--- src/design/assert_macros.svh ---
// Assertion helpers shared by the RTL. Define ASSERT_OFF to compile them out.
`ifndef ASSERT_MACROS_SVH
`define ASSERT_MACROS_SVH
`ifndef ASSERT_OFF
// A property that must hold at every clock edge outside reset.
`define ASSERT_ALWAYS(label, clk, rst, prop, msg) \
   label: assert property (@(posedge clk) disable iff (rst) (prop)) else $error(msg);
// A condition that must be followed by another one in the next cycle.
`define ASSERT_NEXT(label, clk, rst, pre, post, msg) \
   label: assert property (@(posedge clk) disable iff (rst) (pre) |=> (post)) else $error(msg);
`else
`define ASSERT_ALWAYS(label, clk, rst, prop, msg)
`define ASSERT_NEXT(label, clk, rst, pre, post, msg)
`endif
`endif

--- src/design/ebgs_pkg.sv ---
package ebgs_pkg;

   // Fixed field widths.
   localparam int COORD_W  = 16;
   localparam int SAMPLE_W = 2 * COORD_W;
   localparam int RATIO_W  = 4;
   localparam int GAIN_W   = 4;
   localparam int BIAS_W   = 19;
   localparam int CSR_IDX_W = 2;

   // Register indexes of the configuration port.
   localparam logic [CSR_IDX_W-1:0] CSR_BLINK_RATIO = 2'd0;
   localparam logic [CSR_IDX_W-1:0] CSR_GAZE_GAIN   = 2'd1;
   localparam logic [CSR_IDX_W-1:0] CSR_VERT_BIAS   = 2'd2;

   // Register values after reset.
   localparam logic [RATIO_W-1:0]       RATIO_RESET = 4'd7;
   localparam logic [GAIN_W-1:0]        GAIN_RESET  = 4'd5;
   localparam logic signed [BIAS_W-1:0] BIAS_RESET  = 19'sd65536;

   // Sequencer states.
   typedef enum logic [2:0] {
      ST_IDLE,
      ST_PUSH,
      ST_READ,
      ST_DRAIN,
      ST_START,
      ST_DIV,
      ST_DONE
   } ebgs_state_type;

   // Commands to the history store.
   typedef struct packed {
      logic push;
      logic rd_en;
      logic eye;
   } ebgs_hist_cmd_type;

   // Tag that travels with a history read into the mapping stage.
   typedef struct packed {
      logic vld;
      logic in_blink;
      logic in_move;
   } ebgs_tag_type;

   // Status leaving the mapping stage.
   typedef struct packed {
      logic vld;
      logic lost;
   } ebgs_map_stat_type;

endpackage

--- src/design/ebgs_hist.sv ---
module ebgs_hist
   import ebgs_pkg::*;
#(
   parameter int DEPTH = 7,
   localparam int IDX_W = (DEPTH > 1) ? $clog2(DEPTH) : 1,
   localparam int CNT_W = $clog2(DEPTH + 1)
) (
   input  logic                    clock,
   input  logic                    reset,
   input  ebgs_hist_cmd_type       cmd,
   input  logic [SAMPLE_W-1:0]     sample,
   input  logic [IDX_W-1:0]        rd_index,
   output logic [CNT_W-1:0]        count,
   output logic [SAMPLE_W-1:0]     rd_data
);

   localparam int AW = $clog2(2 * DEPTH);

   logic [SAMPLE_W-1:0] mem [2 * DEPTH];
   logic [IDX_W-1:0]    wp_ff [2];
   logic [IDX_W-1:0]    wp_in [2];
   logic [CNT_W-1:0]    cnt_ff [2];
   logic [CNT_W-1:0]    cnt_in [2];
   logic [SAMPLE_W-1:0] rd_data_ff;
   logic [IDX_W:0]      rd_pos;
   logic [IDX_W-1:0]    rd_slot;
   logic [AW-1:0]       eye_base;
   logic [AW-1:0]       wr_addr;
   logic [AW-1:0]       rd_addr;

   // Each eye owns a ring of DEPTH entries; the write pointer marks the next free slot.
   always_comb begin
      eye_base = cmd.eye ? AW'(DEPTH) : '0;
      wr_addr  = eye_base + AW'(wp_ff[cmd.eye]);
      // The i-th newest sample sits i slots behind the newest one.
      rd_pos = (IDX_W+1)'(wp_ff[cmd.eye]) + (IDX_W+1)'(DEPTH - 1) - (IDX_W+1)'(rd_index);
      if (rd_pos >= (IDX_W+1)'(DEPTH)) begin
         rd_slot = IDX_W'(rd_pos - (IDX_W+1)'(DEPTH));
      end else begin
         rd_slot = IDX_W'(rd_pos);
      end
      rd_addr = eye_base + AW'(rd_slot);
   end

   // Pointer and fill count update on a push.
   always_comb begin
      for (int e = 0; e < 2; e++) begin
         wp_in[e]  = wp_ff[e];
         cnt_in[e] = cnt_ff[e];
         if (cmd.push && (cmd.eye == 1'(e))) begin
            wp_in[e] = (wp_ff[e] == IDX_W'(DEPTH - 1)) ? '0 : wp_ff[e] + 1'b1;
            if (cnt_ff[e] != CNT_W'(DEPTH)) begin
               cnt_in[e] = cnt_ff[e] + 1'b1;
            end
         end
      end
   end

   always_ff @(posedge clock) begin
      if (reset) begin
         wp_ff[0]  <= '0;
         wp_ff[1]  <= '0;
         cnt_ff[0] <= '0;
         cnt_ff[1] <= '0;
      end else begin
         wp_ff  <= wp_in;
         cnt_ff <= cnt_in;
      end
   end

   // Sample memory with a registered read port.
   always_ff @(posedge clock) begin
      if (cmd.push) begin
         mem[wr_addr] <= sample;
      end
      if (cmd.rd_en) begin
         rd_data_ff <= mem[rd_addr];
      end
   end

   assign count   = cnt_ff[cmd.eye];
   assign rd_data = rd_data_ff;

endmodule

--- src/design/ebgs_map.sv ---
module ebgs_map
   import ebgs_pkg::*;
(
   input  logic                     clock,
   input  logic                     reset,
   input  ebgs_tag_type             tag,
   input  logic [SAMPLE_W-1:0]      sample,
   input  logic [GAIN_W-1:0]        gain,
   input  logic signed [BIAS_W-1:0] bias,
   output ebgs_map_stat_type        stat,
   output logic signed [COORD_W-1:0] map_x,
   output logic signed [COORD_W-1:0] map_y
);

   localparam int PROD_W = 22;

   ebgs_map_stat_type         stat_ff;
   ebgs_map_stat_type         stat_in;
   logic signed [COORD_W-1:0] map_x_ff;
   logic signed [COORD_W-1:0] map_x_in;
   logic signed [COORD_W-1:0] map_y_ff;
   logic signed [COORD_W-1:0] map_y_in;
   logic [COORD_W-1:0]        vx;
   logic [COORD_W-1:0]        vy;
   logic signed [COORD_W:0]   cx;
   logic signed [COORD_W:0]   cy;
   logic signed [PROD_W-1:0]  gx;
   logic signed [PROD_W-1:0]  gy;
   logic signed [COORD_W-1:0] clx;
   logic signed [COORD_W-1:0] cly;

   // Saturate a wide value to the Q1.15 range.
   function automatic logic signed [COORD_W-1:0] clamp_q15(input logic signed [PROD_W-1:0] t);
      logic signed [COORD_W-1:0] r;
      if (t > PROD_W'(32767)) begin
         r = 16'sh7fff;
      end else if (t < -PROD_W'(32768)) begin
         r = 16'sh8000;
      end else begin
         r = t[COORD_W-1:0];
      end
      return r;
   endfunction

   // Center each coordinate, apply the gain, and add the bias on the vertical axis.
   always_comb begin
      vx  = sample[COORD_W-1:0];
      vy  = sample[SAMPLE_W-1:COORD_W];
      cx  = $signed({1'b0, vx}) - 17'sd32768;
      cy  = $signed({1'b0, vy}) - 17'sd32768;
      gx  = PROD_W'(cx) * PROD_W'($signed({1'b0, gain}));
      gy  = PROD_W'(cy) * PROD_W'($signed({1'b0, gain})) + PROD_W'(bias);
      clx = clamp_q15(gx);
      cly = clamp_q15(gy);
   end

   // Lost coordinates map to zero; the vertical axis is negated with saturation.
   always_comb begin
      stat_in.vld  = tag.vld;
      stat_in.lost = tag.vld && tag.in_blink && (sample == '0);
      map_x_in     = '0;
      map_y_in     = '0;
      if (tag.vld && tag.in_move) begin
         if (vx != '0) begin
            map_x_in = clx;
         end
         if (vy != '0) begin
            map_y_in = (cly == 16'sh8000) ? 16'sh7fff : -cly;
         end
      end
   end

   always_ff @(posedge clock) begin
      if (reset) begin
         stat_ff <= '0;
      end else begin
         stat_ff <= stat_in;
      end
   end

   always_ff @(posedge clock) begin
      map_x_ff <= map_x_in;
      map_y_ff <= map_y_in;
   end

   assign stat  = stat_ff;
   assign map_x = map_x_ff;
   assign map_y = map_y_ff;

endmodule

--- src/design/ebgs_div.sv ---
module ebgs_div
   import ebgs_pkg::*;
#(
   parameter int DW = 20,
   parameter int VW = 3
) (
   input  logic                      clock,
   input  logic                      reset,
   input  logic                      start,
   input  logic signed [DW-1:0]      dividend_x,
   input  logic signed [DW-1:0]      dividend_y,
   input  logic [VW-1:0]             divisor,
   output logic                      done,
   output logic signed [COORD_W-1:0] quot_x,
   output logic signed [COORD_W-1:0] quot_y
);

   // Magnitudes are padded to an even width so two quotient bits retire per cycle.
   localparam int MW    = DW + (DW % 2);
   localparam int STEPS = MW / 2;
   localparam int CW    = $clog2(STEPS + 1);

   logic          busy_ff;
   logic          busy_in;
   logic          done_ff;
   logic          done_in;
   logic [CW-1:0] cnt_ff;
   logic [CW-1:0] cnt_in;
   logic [VW-1:0] dvs_ff;
   logic [VW-1:0] dvs_in;
   logic [VW:0]   rx_ff;
   logic [VW:0]   rx_in;
   logic [VW:0]   ry_ff;
   logic [VW:0]   ry_in;
   logic [MW-1:0] qx_ff;
   logic [MW-1:0] qx_in;
   logic [MW-1:0] qy_ff;
   logic [MW-1:0] qy_in;
   logic          negx_ff;
   logic          negx_in;
   logic          negy_ff;
   logic          negy_in;
   logic [DW-1:0] magx;
   logic [DW-1:0] magy;
   logic [COORD_W-1:0] qlx;
   logic [COORD_W-1:0] qly;

   // Two restoring division steps: shift in a dividend bit, subtract when it fits.
   function automatic logic [VW+MW:0] step2(input logic [VW:0] rem, input logic [MW-1:0] q,
                                            input logic [VW-1:0] d);
      logic [VW:0]   r;
      logic [MW-1:0] qq;
      r  = rem;
      qq = q;
      for (int k = 0; k < 2; k++) begin
         r  = {r[VW-1:0], qq[MW-1]};
         qq = {qq[MW-2:0], 1'b0};
         if (r >= {1'b0, d}) begin
            r     = r - {1'b0, d};
            qq[0] = 1'b1;
         end
      end
      return {r, qq};
   endfunction

   always_comb begin
      magx = dividend_x[DW-1] ? DW'(-dividend_x) : DW'(dividend_x);
      magy = dividend_y[DW-1] ? DW'(-dividend_y) : DW'(dividend_y);
   end

   // Load on start, then step both quotients together until the count runs out.
   always_comb begin
      busy_in = busy_ff;
      done_in = 1'b0;
      cnt_in  = cnt_ff;
      dvs_in  = dvs_ff;
      rx_in   = rx_ff;
      ry_in   = ry_ff;
      qx_in   = qx_ff;
      qy_in   = qy_ff;
      negx_in = negx_ff;
      negy_in = negy_ff;
      if (start) begin
         busy_in = 1'b1;
         cnt_in  = CW'(STEPS);
         dvs_in  = divisor;
         rx_in   = '0;
         ry_in   = '0;
         qx_in   = MW'(magx);
         qy_in   = MW'(magy);
         negx_in = dividend_x[DW-1];
         negy_in = dividend_y[DW-1];
      end else if (busy_ff) begin
         {rx_in, qx_in} = step2(rx_ff, qx_ff, dvs_ff);
         {ry_in, qy_in} = step2(ry_ff, qy_ff, dvs_ff);
         cnt_in = cnt_ff - 1'b1;
         if (cnt_ff == CW'(1)) begin
            busy_in = 1'b0;
            done_in = 1'b1;
         end
      end
   end

   always_ff @(posedge clock) begin
      if (reset) begin
         busy_ff <= 1'b0;
         done_ff <= 1'b0;
         cnt_ff  <= '0;
      end else begin
         busy_ff <= busy_in;
         done_ff <= done_in;
         cnt_ff  <= cnt_in;
      end
   end

   always_ff @(posedge clock) begin
      dvs_ff  <= dvs_in;
      rx_ff   <= rx_in;
      ry_ff   <= ry_in;
      qx_ff   <= qx_in;
      qy_ff   <= qy_in;
      negx_ff <= negx_in;
      negy_ff <= negy_in;
   end

   // The averages always fit Q1.15, so the low bits carry the whole quotient.
   always_comb begin
      qlx    = qx_ff[COORD_W-1:0];
      qly    = qy_ff[COORD_W-1:0];
      quot_x = negx_ff ? -$signed(qlx) : $signed(qlx);
      quot_y = negy_ff ? -$signed(qly) : $signed(qly);
   end

   assign done = done_ff;

endmodule

--- src/design/eye_blink_and_gaze_smoother.sv ---
// Eye blink and gaze smoother. Each request carries one pupil sample for the left or right
// eye; it is stored in that eye's history and one response returns the averaged gaze (Q1.15)
// and the blink flag. The readout covers the samples held for that eye (at most
// max(BLINK_WINDOW, MOVE_WINDOW)), and the divider works on MW, the even-padded width
// of the gaze sum (20 bits at the default windows). The history memory gives one
// sample per cycle to a shared mapping stage, and the divider then retires two quotient bits
// per cycle for both axes. A new request is taken while the previous response still waits.
`include "assert_macros.svh"

module eye_blink_and_gaze_smoother
   import ebgs_pkg::*;
#(
   parameter int BLINK_WINDOW = 7,
   parameter int MOVE_WINDOW  = 5
) (
   input  logic                        clock,
   input  logic                        reset,
   input  logic                        req_valid,
   output logic                        req_ready,
   input  logic                        req_eye_index,
   input  logic [COORD_W-1:0]          req_pupil_in_x,
   input  logic [COORD_W-1:0]          req_pupil_in_y,
   output logic                        rsp_valid,
   input  logic                        rsp_ready,
   output logic signed [COORD_W-1:0]   rsp_gaze_x,
   output logic signed [COORD_W-1:0]   rsp_gaze_y,
   output logic                        rsp_blink,
   input  logic                        csr_we,
   input  logic [CSR_IDX_W-1:0]        csr_index,
   input  logic [BIAS_W-1:0]           csr_wdata
);

   localparam int DEPTH = (BLINK_WINDOW > MOVE_WINDOW) ? BLINK_WINDOW : MOVE_WINDOW;
   localparam int IDX_W = (DEPTH > 1) ? $clog2(DEPTH) : 1;
   localparam int CNT_W = $clog2(DEPTH + 1);
   localparam int SUM_W = COORD_W + 1 + $clog2(MOVE_WINDOW);
   localparam int CMP_W = CNT_W + 4;

   ebgs_state_type state_ff;
   ebgs_state_type state_in;

   // Configuration registers.
   logic [RATIO_W-1:0]       ratio_ff;
   logic [GAIN_W-1:0]        gain_ff;
   logic signed [BIAS_W-1:0] bias_ff;

   // Request and sequencing registers.
   logic                eye_ff;
   logic [COORD_W-1:0]  px_ff;
   logic [COORD_W-1:0]  py_ff;
   logic [IDX_W-1:0]    idx_ff;
   logic [IDX_W-1:0]    idx_in;
   ebgs_tag_type        p1_tag_ff;
   ebgs_tag_type        p1_tag_in;

   // Accumulators and results.
   logic signed [SUM_W-1:0]   sx_ff;
   logic signed [SUM_W-1:0]   sx_in;
   logic signed [SUM_W-1:0]   sy_ff;
   logic signed [SUM_W-1:0]   sy_in;
   logic [CNT_W-1:0]          lost_ff;
   logic [CNT_W-1:0]          lost_in;
   logic signed [COORD_W-1:0] ax_ff;
   logic signed [COORD_W-1:0] ay_ff;
   logic signed [COORD_W-1:0] lk_x_ff [2];
   logic signed [COORD_W-1:0] lk_y_ff [2];

   logic                      rsp_valid_ff;
   logic                      rsp_valid_in;
   logic signed [COORD_W-1:0] rsp_gaze_x_ff;
   logic signed [COORD_W-1:0] rsp_gaze_y_ff;
   logic                      rsp_blink_ff;

   // Sequencer outputs.
   ebgs_hist_cmd_type hist_cmd;
   logic              div_start;
   logic              out_load;
   logic              req_acc;

   // Unit connections.
   logic [CNT_W-1:0]          hist_count;
   logic [SAMPLE_W-1:0]       hist_rd_data;
   ebgs_map_stat_type         map_stat;
   logic signed [COORD_W-1:0] map_x;
   logic signed [COORD_W-1:0] map_y;
   logic                      div_done;
   logic signed [COORD_W-1:0] quot_x;
   logic signed [COORD_W-1:0] quot_y;

   // Window sizes, blink decision and the lost-tracking fallback.
   logic [CNT_W-1:0] nb;
   logic [CNT_W-1:0] nm;
   logic [CMP_W-1:0] lost_x10;
   logic [CMP_W-1:0] blink_thr;
   logic             fallback;
   logic             blink;

   assign req_acc = req_valid && req_ready;

   always_comb begin
      nb = (hist_count < CNT_W'(BLINK_WINDOW)) ? hist_count : CNT_W'(BLINK_WINDOW);
      nm = (hist_count < CNT_W'(MOVE_WINDOW)) ? hist_count : CNT_W'(MOVE_WINDOW);
      lost_x10  = CMP_W'(lost_ff) * CMP_W'(10);
      blink_thr = CMP_W'(ratio_ff) * CMP_W'(nb);
      fallback  = (ax_ff == '0) && (ay_ff == '0);
      blink     = (lost_x10 >= blink_thr) || fallback;
   end

   // Configuration writes.
   always_ff @(posedge clock) begin
      if (reset) begin
         ratio_ff <= RATIO_RESET;
         gain_ff  <= GAIN_RESET;
         bias_ff  <= BIAS_RESET;
      end else if (csr_we) begin
         unique case (csr_index)
            CSR_BLINK_RATIO: ratio_ff <= csr_wdata[RATIO_W-1:0];
            CSR_GAZE_GAIN:   gain_ff  <= csr_wdata[GAIN_W-1:0];
            CSR_VERT_BIAS:   bias_ff  <= $signed(csr_wdata);
            default: ;
         endcase
      end
   end

   // Next state.
   always_comb begin
      state_in = state_ff;
      unique case (state_ff)
         ST_IDLE: begin
            if (req_acc) begin
               state_in = ST_PUSH;
            end
         end
         ST_PUSH: begin
            state_in = ST_READ;
         end
         ST_READ: begin
            if (CNT_W'(idx_ff) == hist_count - 1'b1) begin
               state_in = ST_DRAIN;
            end
         end
         ST_DRAIN: begin
            if (!p1_tag_ff.vld && !map_stat.vld) begin
               state_in = ST_START;
            end
         end
         ST_START: begin
            state_in = ST_DIV;
         end
         ST_DIV: begin
            if (div_done) begin
               state_in = ST_DONE;
            end
         end
         ST_DONE: begin
            if (out_load) begin
               state_in = ST_IDLE;
            end
         end
         default: begin
            state_in = ST_IDLE;
         end
      endcase
   end

   // Sequencer outputs.
   always_comb begin
      req_ready      = 1'b0;
      hist_cmd.push  = 1'b0;
      hist_cmd.rd_en = 1'b0;
      hist_cmd.eye   = eye_ff;
      div_start      = 1'b0;
      out_load       = 1'b0;
      unique case (state_ff)
         ST_IDLE:  req_ready      = 1'b1;
         ST_PUSH:  hist_cmd.push  = 1'b1;
         ST_READ:  hist_cmd.rd_en = 1'b1;
         ST_DRAIN: ;
         ST_START: div_start      = 1'b1;
         ST_DIV:   ;
         ST_DONE:  out_load       = !rsp_valid_ff || rsp_ready;
         default: ;
      endcase
   end

   always_ff @(posedge clock) begin
      if (reset) begin
         state_ff <= ST_IDLE;
      end else begin
         state_ff <= state_in;
      end
   end

   // Capture the request.
   always_ff @(posedge clock) begin
      if (req_acc) begin
         eye_ff <= req_eye_index;
         px_ff  <= req_pupil_in_x;
         py_ff  <= req_pupil_in_y;
      end
   end

   // Read index and the tag that follows each read through the memory.
   always_comb begin
      idx_in = idx_ff;
      if (hist_cmd.push) begin
         idx_in = '0;
      end else if (hist_cmd.rd_en) begin
         idx_in = idx_ff + 1'b1;
      end
      p1_tag_in.vld      = hist_cmd.rd_en;
      p1_tag_in.in_blink = CNT_W'(idx_ff) < nb;
      p1_tag_in.in_move  = CNT_W'(idx_ff) < nm;
   end

   // Accumulate mapped samples and lost flags.
   always_comb begin
      sx_in   = sx_ff;
      sy_in   = sy_ff;
      lost_in = lost_ff;
      if (hist_cmd.push) begin
         sx_in   = '0;
         sy_in   = '0;
         lost_in = '0;
      end else if (map_stat.vld) begin
         sx_in   = sx_ff + SUM_W'(map_x);
         sy_in   = sy_ff + SUM_W'(map_y);
         lost_in = lost_ff + CNT_W'(map_stat.lost);
      end
   end

   always_ff @(posedge clock) begin
      if (reset) begin
         idx_ff    <= '0;
         p1_tag_ff <= '0;
      end else begin
         idx_ff    <= idx_in;
         p1_tag_ff <= p1_tag_in;
      end
   end

   always_ff @(posedge clock) begin
      sx_ff   <= sx_in;
      sy_ff   <= sy_in;
      lost_ff <= lost_in;
      if (div_done) begin
         ax_ff <= quot_x;
         ay_ff <= quot_y;
      end
   end

   // Last known position: replayed when both averages are zero, refreshed otherwise.
   always_ff @(posedge clock) begin
      if (reset) begin
         lk_x_ff[0] <= '0;
         lk_x_ff[1] <= '0;
         lk_y_ff[0] <= '0;
         lk_y_ff[1] <= '0;
      end else if (out_load && !fallback) begin
         lk_x_ff[eye_ff] <= ax_ff;
         lk_y_ff[eye_ff] <= ay_ff;
      end
   end

   // Response register.
   always_comb begin
      rsp_valid_in = rsp_valid_ff;
      if (out_load) begin
         rsp_valid_in = 1'b1;
      end else if (rsp_ready) begin
         rsp_valid_in = 1'b0;
      end
   end

   always_ff @(posedge clock) begin
      if (reset) begin
         rsp_valid_ff <= 1'b0;
      end else begin
         rsp_valid_ff <= rsp_valid_in;
      end
   end

   always_ff @(posedge clock) begin
      if (out_load) begin
         rsp_gaze_x_ff <= fallback ? lk_x_ff[eye_ff] : ax_ff;
         rsp_gaze_y_ff <= fallback ? lk_y_ff[eye_ff] : ay_ff;
         rsp_blink_ff  <= blink;
      end
   end

   assign rsp_valid  = rsp_valid_ff;
   assign rsp_gaze_x = rsp_gaze_x_ff;
   assign rsp_gaze_y = rsp_gaze_y_ff;
   assign rsp_blink  = rsp_blink_ff;

   ebgs_hist #(
      .DEPTH(DEPTH)
   ) u_hist (
      .clock   (clock),
      .reset   (reset),
      .cmd     (hist_cmd),
      .sample  ({py_ff, px_ff}),
      .rd_index(idx_ff),
      .count   (hist_count),
      .rd_data (hist_rd_data)
   );

   ebgs_map u_map (
      .clock (clock),
      .reset (reset),
      .tag   (p1_tag_ff),
      .sample(hist_rd_data),
      .gain  (gain_ff),
      .bias  (bias_ff),
      .stat  (map_stat),
      .map_x (map_x),
      .map_y (map_y)
   );

   ebgs_div #(
      .DW(SUM_W),
      .VW(CNT_W)
   ) u_div (
      .clock     (clock),
      .reset     (reset),
      .start     (div_start),
      .dividend_x(sx_ff),
      .dividend_y(sy_ff),
      .divisor   (nm),
      .done      (div_done),
      .quot_x    (quot_x),
      .quot_y    (quot_y)
   );

   // An accepted request always starts with the history push.
   `ASSERT_NEXT(a_acc_push, clock, reset, req_acc, state_ff == ST_PUSH, "accept not followed by push")
   // Mapped samples only arrive while the history is being read out.
   `ASSERT_ALWAYS(a_map_window, clock, reset, !map_stat.vld || state_ff == ST_READ || state_ff == ST_DRAIN, "mapped sample outside read phase")
   // The divider reports completion only while the sequencer waits for it.
   `ASSERT_ALWAYS(a_div_done, clock, reset, !div_done || state_ff == ST_DIV, "divider done outside wait state")
   // The history is never empty once the readout starts.
   `ASSERT_ALWAYS(a_count_nz, clock, reset, state_ff != ST_READ || hist_count != '0, "empty history during readout")
   // Lost samples cannot outnumber the blink window.
   `ASSERT_ALWAYS(a_lost_le_nb, clock, reset, state_ff != ST_DONE || lost_ff <= nb, "lost count exceeds window")

endmodule

--- config.mk ---
export PLATFORM = sky130hd
export DESIGN_NAME = eye_blink_and_gaze_smoother
export DESIGN_NICKNAME = d
export VERILOG_FILES = /design/src/design/ebgs_pkg.sv /design/src/design/ebgs_hist.sv /design/src/design/ebgs_map.sv /design/src/design/ebgs_div.sv /design/src/design/eye_blink_and_gaze_smoother.sv
export VERILOG_INCLUDE_DIRS = /design/src /design/src/design
export SDC_FILE = /design/constraint.sdc
export NUM_CORES = 2
export LEC_CHECK = 0
export BUFFER_PORTS_ARGS = -buffer_cell sky130_fd_sc_hd__buf_2
export CAP_MARGIN = 20
export CORE_ASPECT_RATIO = 0.7
export CORE_MARGIN = 1.5
export CORE_UTILIZATION = 60
export DETAILED_ROUTE_END_ITERATION = 10
export GPL_ROUTABILITY_DRIVEN = 0
export PLACE_DENSITY = 0.79
export SLEW_MARGIN = 15
export SYNTH_ARGS = -nofsm -noshare
export SYNTH_HDL_FRONTEND = slang
export SYNTH_SLANG_ARGS = --single-unit
--- constraint.sdc ---
create_clock -name clock -period 13.8 [get_ports clock]
set_input_delay 0.69 -clock clock [delete_from_list [all_inputs] [get_ports clock]]
set_output_delay 0.69 -clock clock [all_outputs]
set_load 0.02 [all_outputs]
==> metrics.md <==
| Metric | Value |
|---|---|
| Status | `finished, final reports clean` |
| Critical path peak fanout | `33` |
| Count leader, synth | `edfxtp_1` |
| Ranking of synthesized cells by instance count | `edfxtp_1, nand2_1, inv_1` |
| Max-cap violation count | `0` |
| Sequential power share | `0.367` |
| Synth area leader | `edfxtp_1` |
| DIE AREA | `0.0698 mm^2` |
| Worst R2R Path Depth | `24` |
| CTS max path bufs | `3` |
| Worst Tran Pin Value | `1100 ps` |
| Die X | `315 um` |
| Drt total wl | `92300 um` |
| Post-synthesis cell type count | `74` |
| Clock transition at path regs | `70 ps` |
| Hold Crit Depth | `1` |
| Most area-consuming cells after synthesis | `edfxtp_1, mux4_2, dfxtp_1` |
| Arrival time at the worst endpoint | `8140 ps` |
| Pin count of the biggest net entering global routing | `78` |
| Worst vdd ir | `0.000140 V` |
| Clock Latency Late Sink | `660 ps` |
| Sequential element share of the synthesized area | `0.572` |
| Reg2reg setup slack | `6180 ps` |
| Mean Syn Cell Area | `13.4 um^2` |
| Min-Delay Endpoint | `px_ff[2]$_DFFE_PP_` |
| Reg-to-reg critical path endpoint | `u_map.map_y[12]$_SDFF_PN0_` |
| Clk pwr share | `0.250` |
| Clock root cell | `clkbuf_16` |
| Tightest Hold Check Type | `in -> reg` |
| DR vias/cell | `6.13` |
| CTS tree | `done` |
| PortBufs | `93` |
| Crit Path Class | `reg -> reg` |
| Drt pass-1 iters | `6` |
| Final ANT Viol Nets | `0` |
| Tcrit/Tclk final | `0.552` |
| Boundary Pins | `94` |
| Fin crit period | `7620 ps` |
| DR WL/cell | `22.5 um` |
| HPWL Detailed | `57800 um` |
| Sw Ratio | `0.347` |
| Layout cells sized above 1 | `0.137` |
| Clock sinks | `826` |
| Vias in the first global route | `25000` |
| Die Height | `221 um` |
| P&R area growth vs syn | `9.95%` |
| Fmax | `0.131 GHz` |
| Worst hold path startpoint | `req_pupil_in_x[2]` |
| PD cells | `187 mW/mm^2` |
| DR vias | `25200` |
| Clock Skews | `31.2 ps` |
| Initial Utilization | `0.611` |
| Final hold violations | `0` |
| Cell Area, Synth | `0.0409 mm^2` |
| Max-slew headroom | `0.263` |
| Sw Pwr | `2.92 mW` |
| First-pass GRT wire length | `144000 um` |
| Initial detailed-routing violation count | `2866` |
| Crit. End Element | `register` |
| GRT Util Overall | `0.269` |
| RSZ-0062 raised after global routing | `false` |
| Cts hold-fix bufs | `0` |
| Max Slew Vio Count | `0` |
| Initial antenna violation count | `1` |
| Most used DFF post-synth | `edfxtp_1` |
| Drc violations | `0` |
| Rows | `79` |
| Combinational share of power | `0.383` |
| Post-CTS sizing | `0` |
| # setup viols final | `0` |
| Yosys top cell area share | `0.504` |
| Post-synth EDFFs | `687` |
| CP startpoint kind | `register` |
| Setup tns final | `0 ps` |
| Post-Syn Instances | `3049` |
| Postcts setup bufs | `0` |
| Layout net count | `3480` |
| P_int | `5.49 mW` |
| Htree depth | `3` |
| #FFs+latches synth | `826` |
| WP data required | `14320 ps` |
| Placeable Area | `0.0669 mm^2` |
| Yosys warns | `0` |
| TritonCTS Buffers | `77` |
| Worst r2r src | `gain_ff[3]$_SDFFE_PP0P_` |
| Core Util, Final | `0.672` |
| Synth async-reset ratio | `0` |
| Mapped Nets | `3380` |
| Total gr overflow | `0` |
| P_leak | `16.9 nW` |
[worst max-delay path, cell delays in order (launching register included)]
cell       delay [ps]
dfxtp_1          1050
and2_1            270
ha_1              260
fa_1              530
inv_1              50
fa_1              540
inv_1              50
ha_1              370
or2_2             340
a21oi_1           190
nor3_1             70
a31oi_1           270
a31oi_1           210
xor2_1            210
nor3_1            460
a31oi_1           440
a21oi_1           320
ha_1              460
nand2_1           130
nor3_1            340
and2_1            210
and4_1            210
o22a_1            210
o2111ai_1         140
o311a_1           160
[how the worst max path moves through the flow]
stage,start,endpoint,slack (ps)
floorplan,gain_ff[1]$_SDFFE_PP0P_,u_map.map_y[12]$_SDFF_PN0_,7830
global placement,gain_ff[2]$_SDFFE_PP1P_,u_map.map_y[14]$_SDFF_PN0_,7030
detailed placement,gain_ff[3]$_SDFFE_PP0P_,u_map.map_y[12]$_SDFF_PN0_,6520
CTS,gain_ff[3]$_SDFFE_PP0P_,u_map.map_y[12]$_SDFF_PN0_,6390
global route,gain_ff[3]$_SDFFE_PP0P_,u_map.map_y[8]$_SDFF_PN0_,5700
finish,gain_ff[3]$_SDFFE_PP0P_,u_map.map_y[12]$_SDFF_PN0_,6180
[power groups by stage]
stage	clock network, mW	registers, mW	logic (mW)
global route	2.22	3.10	3.49
finish	2.10	3.08	3.22
CTS	2.13	3.08	3.21
global placement	0	3.11	3.06
floorplan	0	3.05	2.38
detailed placement	0	3.12	3.15
[sequential cells by signal, indices dropped and copies added (netlist names), 4 cells and up, named ones only]
| signal | count |
|---|---|
| u_hist.mem | 448 |
| lk_x_ff | 32 |
| lk_y_ff | 32 |
| u_hist.rd_data | 32 |
| sx_ff | 20 |
| sy_ff | 20 |
| u_div.qx_ff | 20 |
| u_div.qy_ff | 20 |
| bias_ff | 19 |
| ax_ff | 16 |
| ay_ff | 16 |
| px_ff | 16 |
| py_ff | 16 |
| rsp_gaze_x | 16 |
| rsp_gaze_y | 16 |
| u_map.map_x | 16 |
| u_map.map_y | 16 |
| u_hist.cnt_ff | 6 |
| u_hist.wp_ff | 6 |
| gain_ff | 4 |
| ratio_ff | 4 |
| u_div.cnt_ff | 4 |
[layout by cell type (no fill, tap or decap), types with 29 or more instances in the layout]
master,count
mux2i_1,86
buf_2,94
a21o_1,29
fa_1,96
xnor2_1,89
nor3_1,37
mux2_2,37
mux4_2,128
xor2_1,67
o21bai_1,38
nand2_1,238
inv_1,237
a21oi_1,122
clkbuf_16,78
buf_4,32
nor2_1,134
o21ai_0,128
edfxtp_1,687
dfxtp_1,137
ha_1,174
and2_1,156
[cell type report]
class / instances / area (um^2)
antenna: 1 / 2.50
clock buffer: 101 / 2040
clock inverter: 41 / 422
fill: 4486 / 21900
inverter: 238 / 893
multi-input combinational: 1879 / 16400
sequential: 826 / 23400
tap: 891 / 1110
timing repair buffer: 127 / 726
[kinds of logic after synthesis]
group | share of synthesized area
XOR/XNOR | 0.0340
AO/OA/AOI/OAI | 0.0683
adder cells (fa/ha/maj) | 0.101
buffers and inverters | 0.0316
multiplexers | 0.102
AND/OR/NAND/NOR | 0.0912
flip-flops | 0.572
[through the flow]
step	setup WS (ps)	power [mW]	hold WS, ps	cells	instance area [um^2]
after global routing	5700	8.80	195	4103	45000
final	6180	8.40	216	4104	45000
after detailed placement	6520	6.27	455	3961	42500
after floorplan	7830	5.43	400	3049	40900
after global placement	7030	6.17	445	3959	42500
after CTS	6390	8.41	183	4103	45000
[per-layer routing]
layer	vias to the layer above	global-route usage	wire length [um]
li1	11300	-	-
met1	12600	0.394	39500
met2	1127	0.416	42600
met3	163	0.0520	8110
met4	0	0.0707	2050
met5	-	0	0
(Power assumes the default switching activity.)
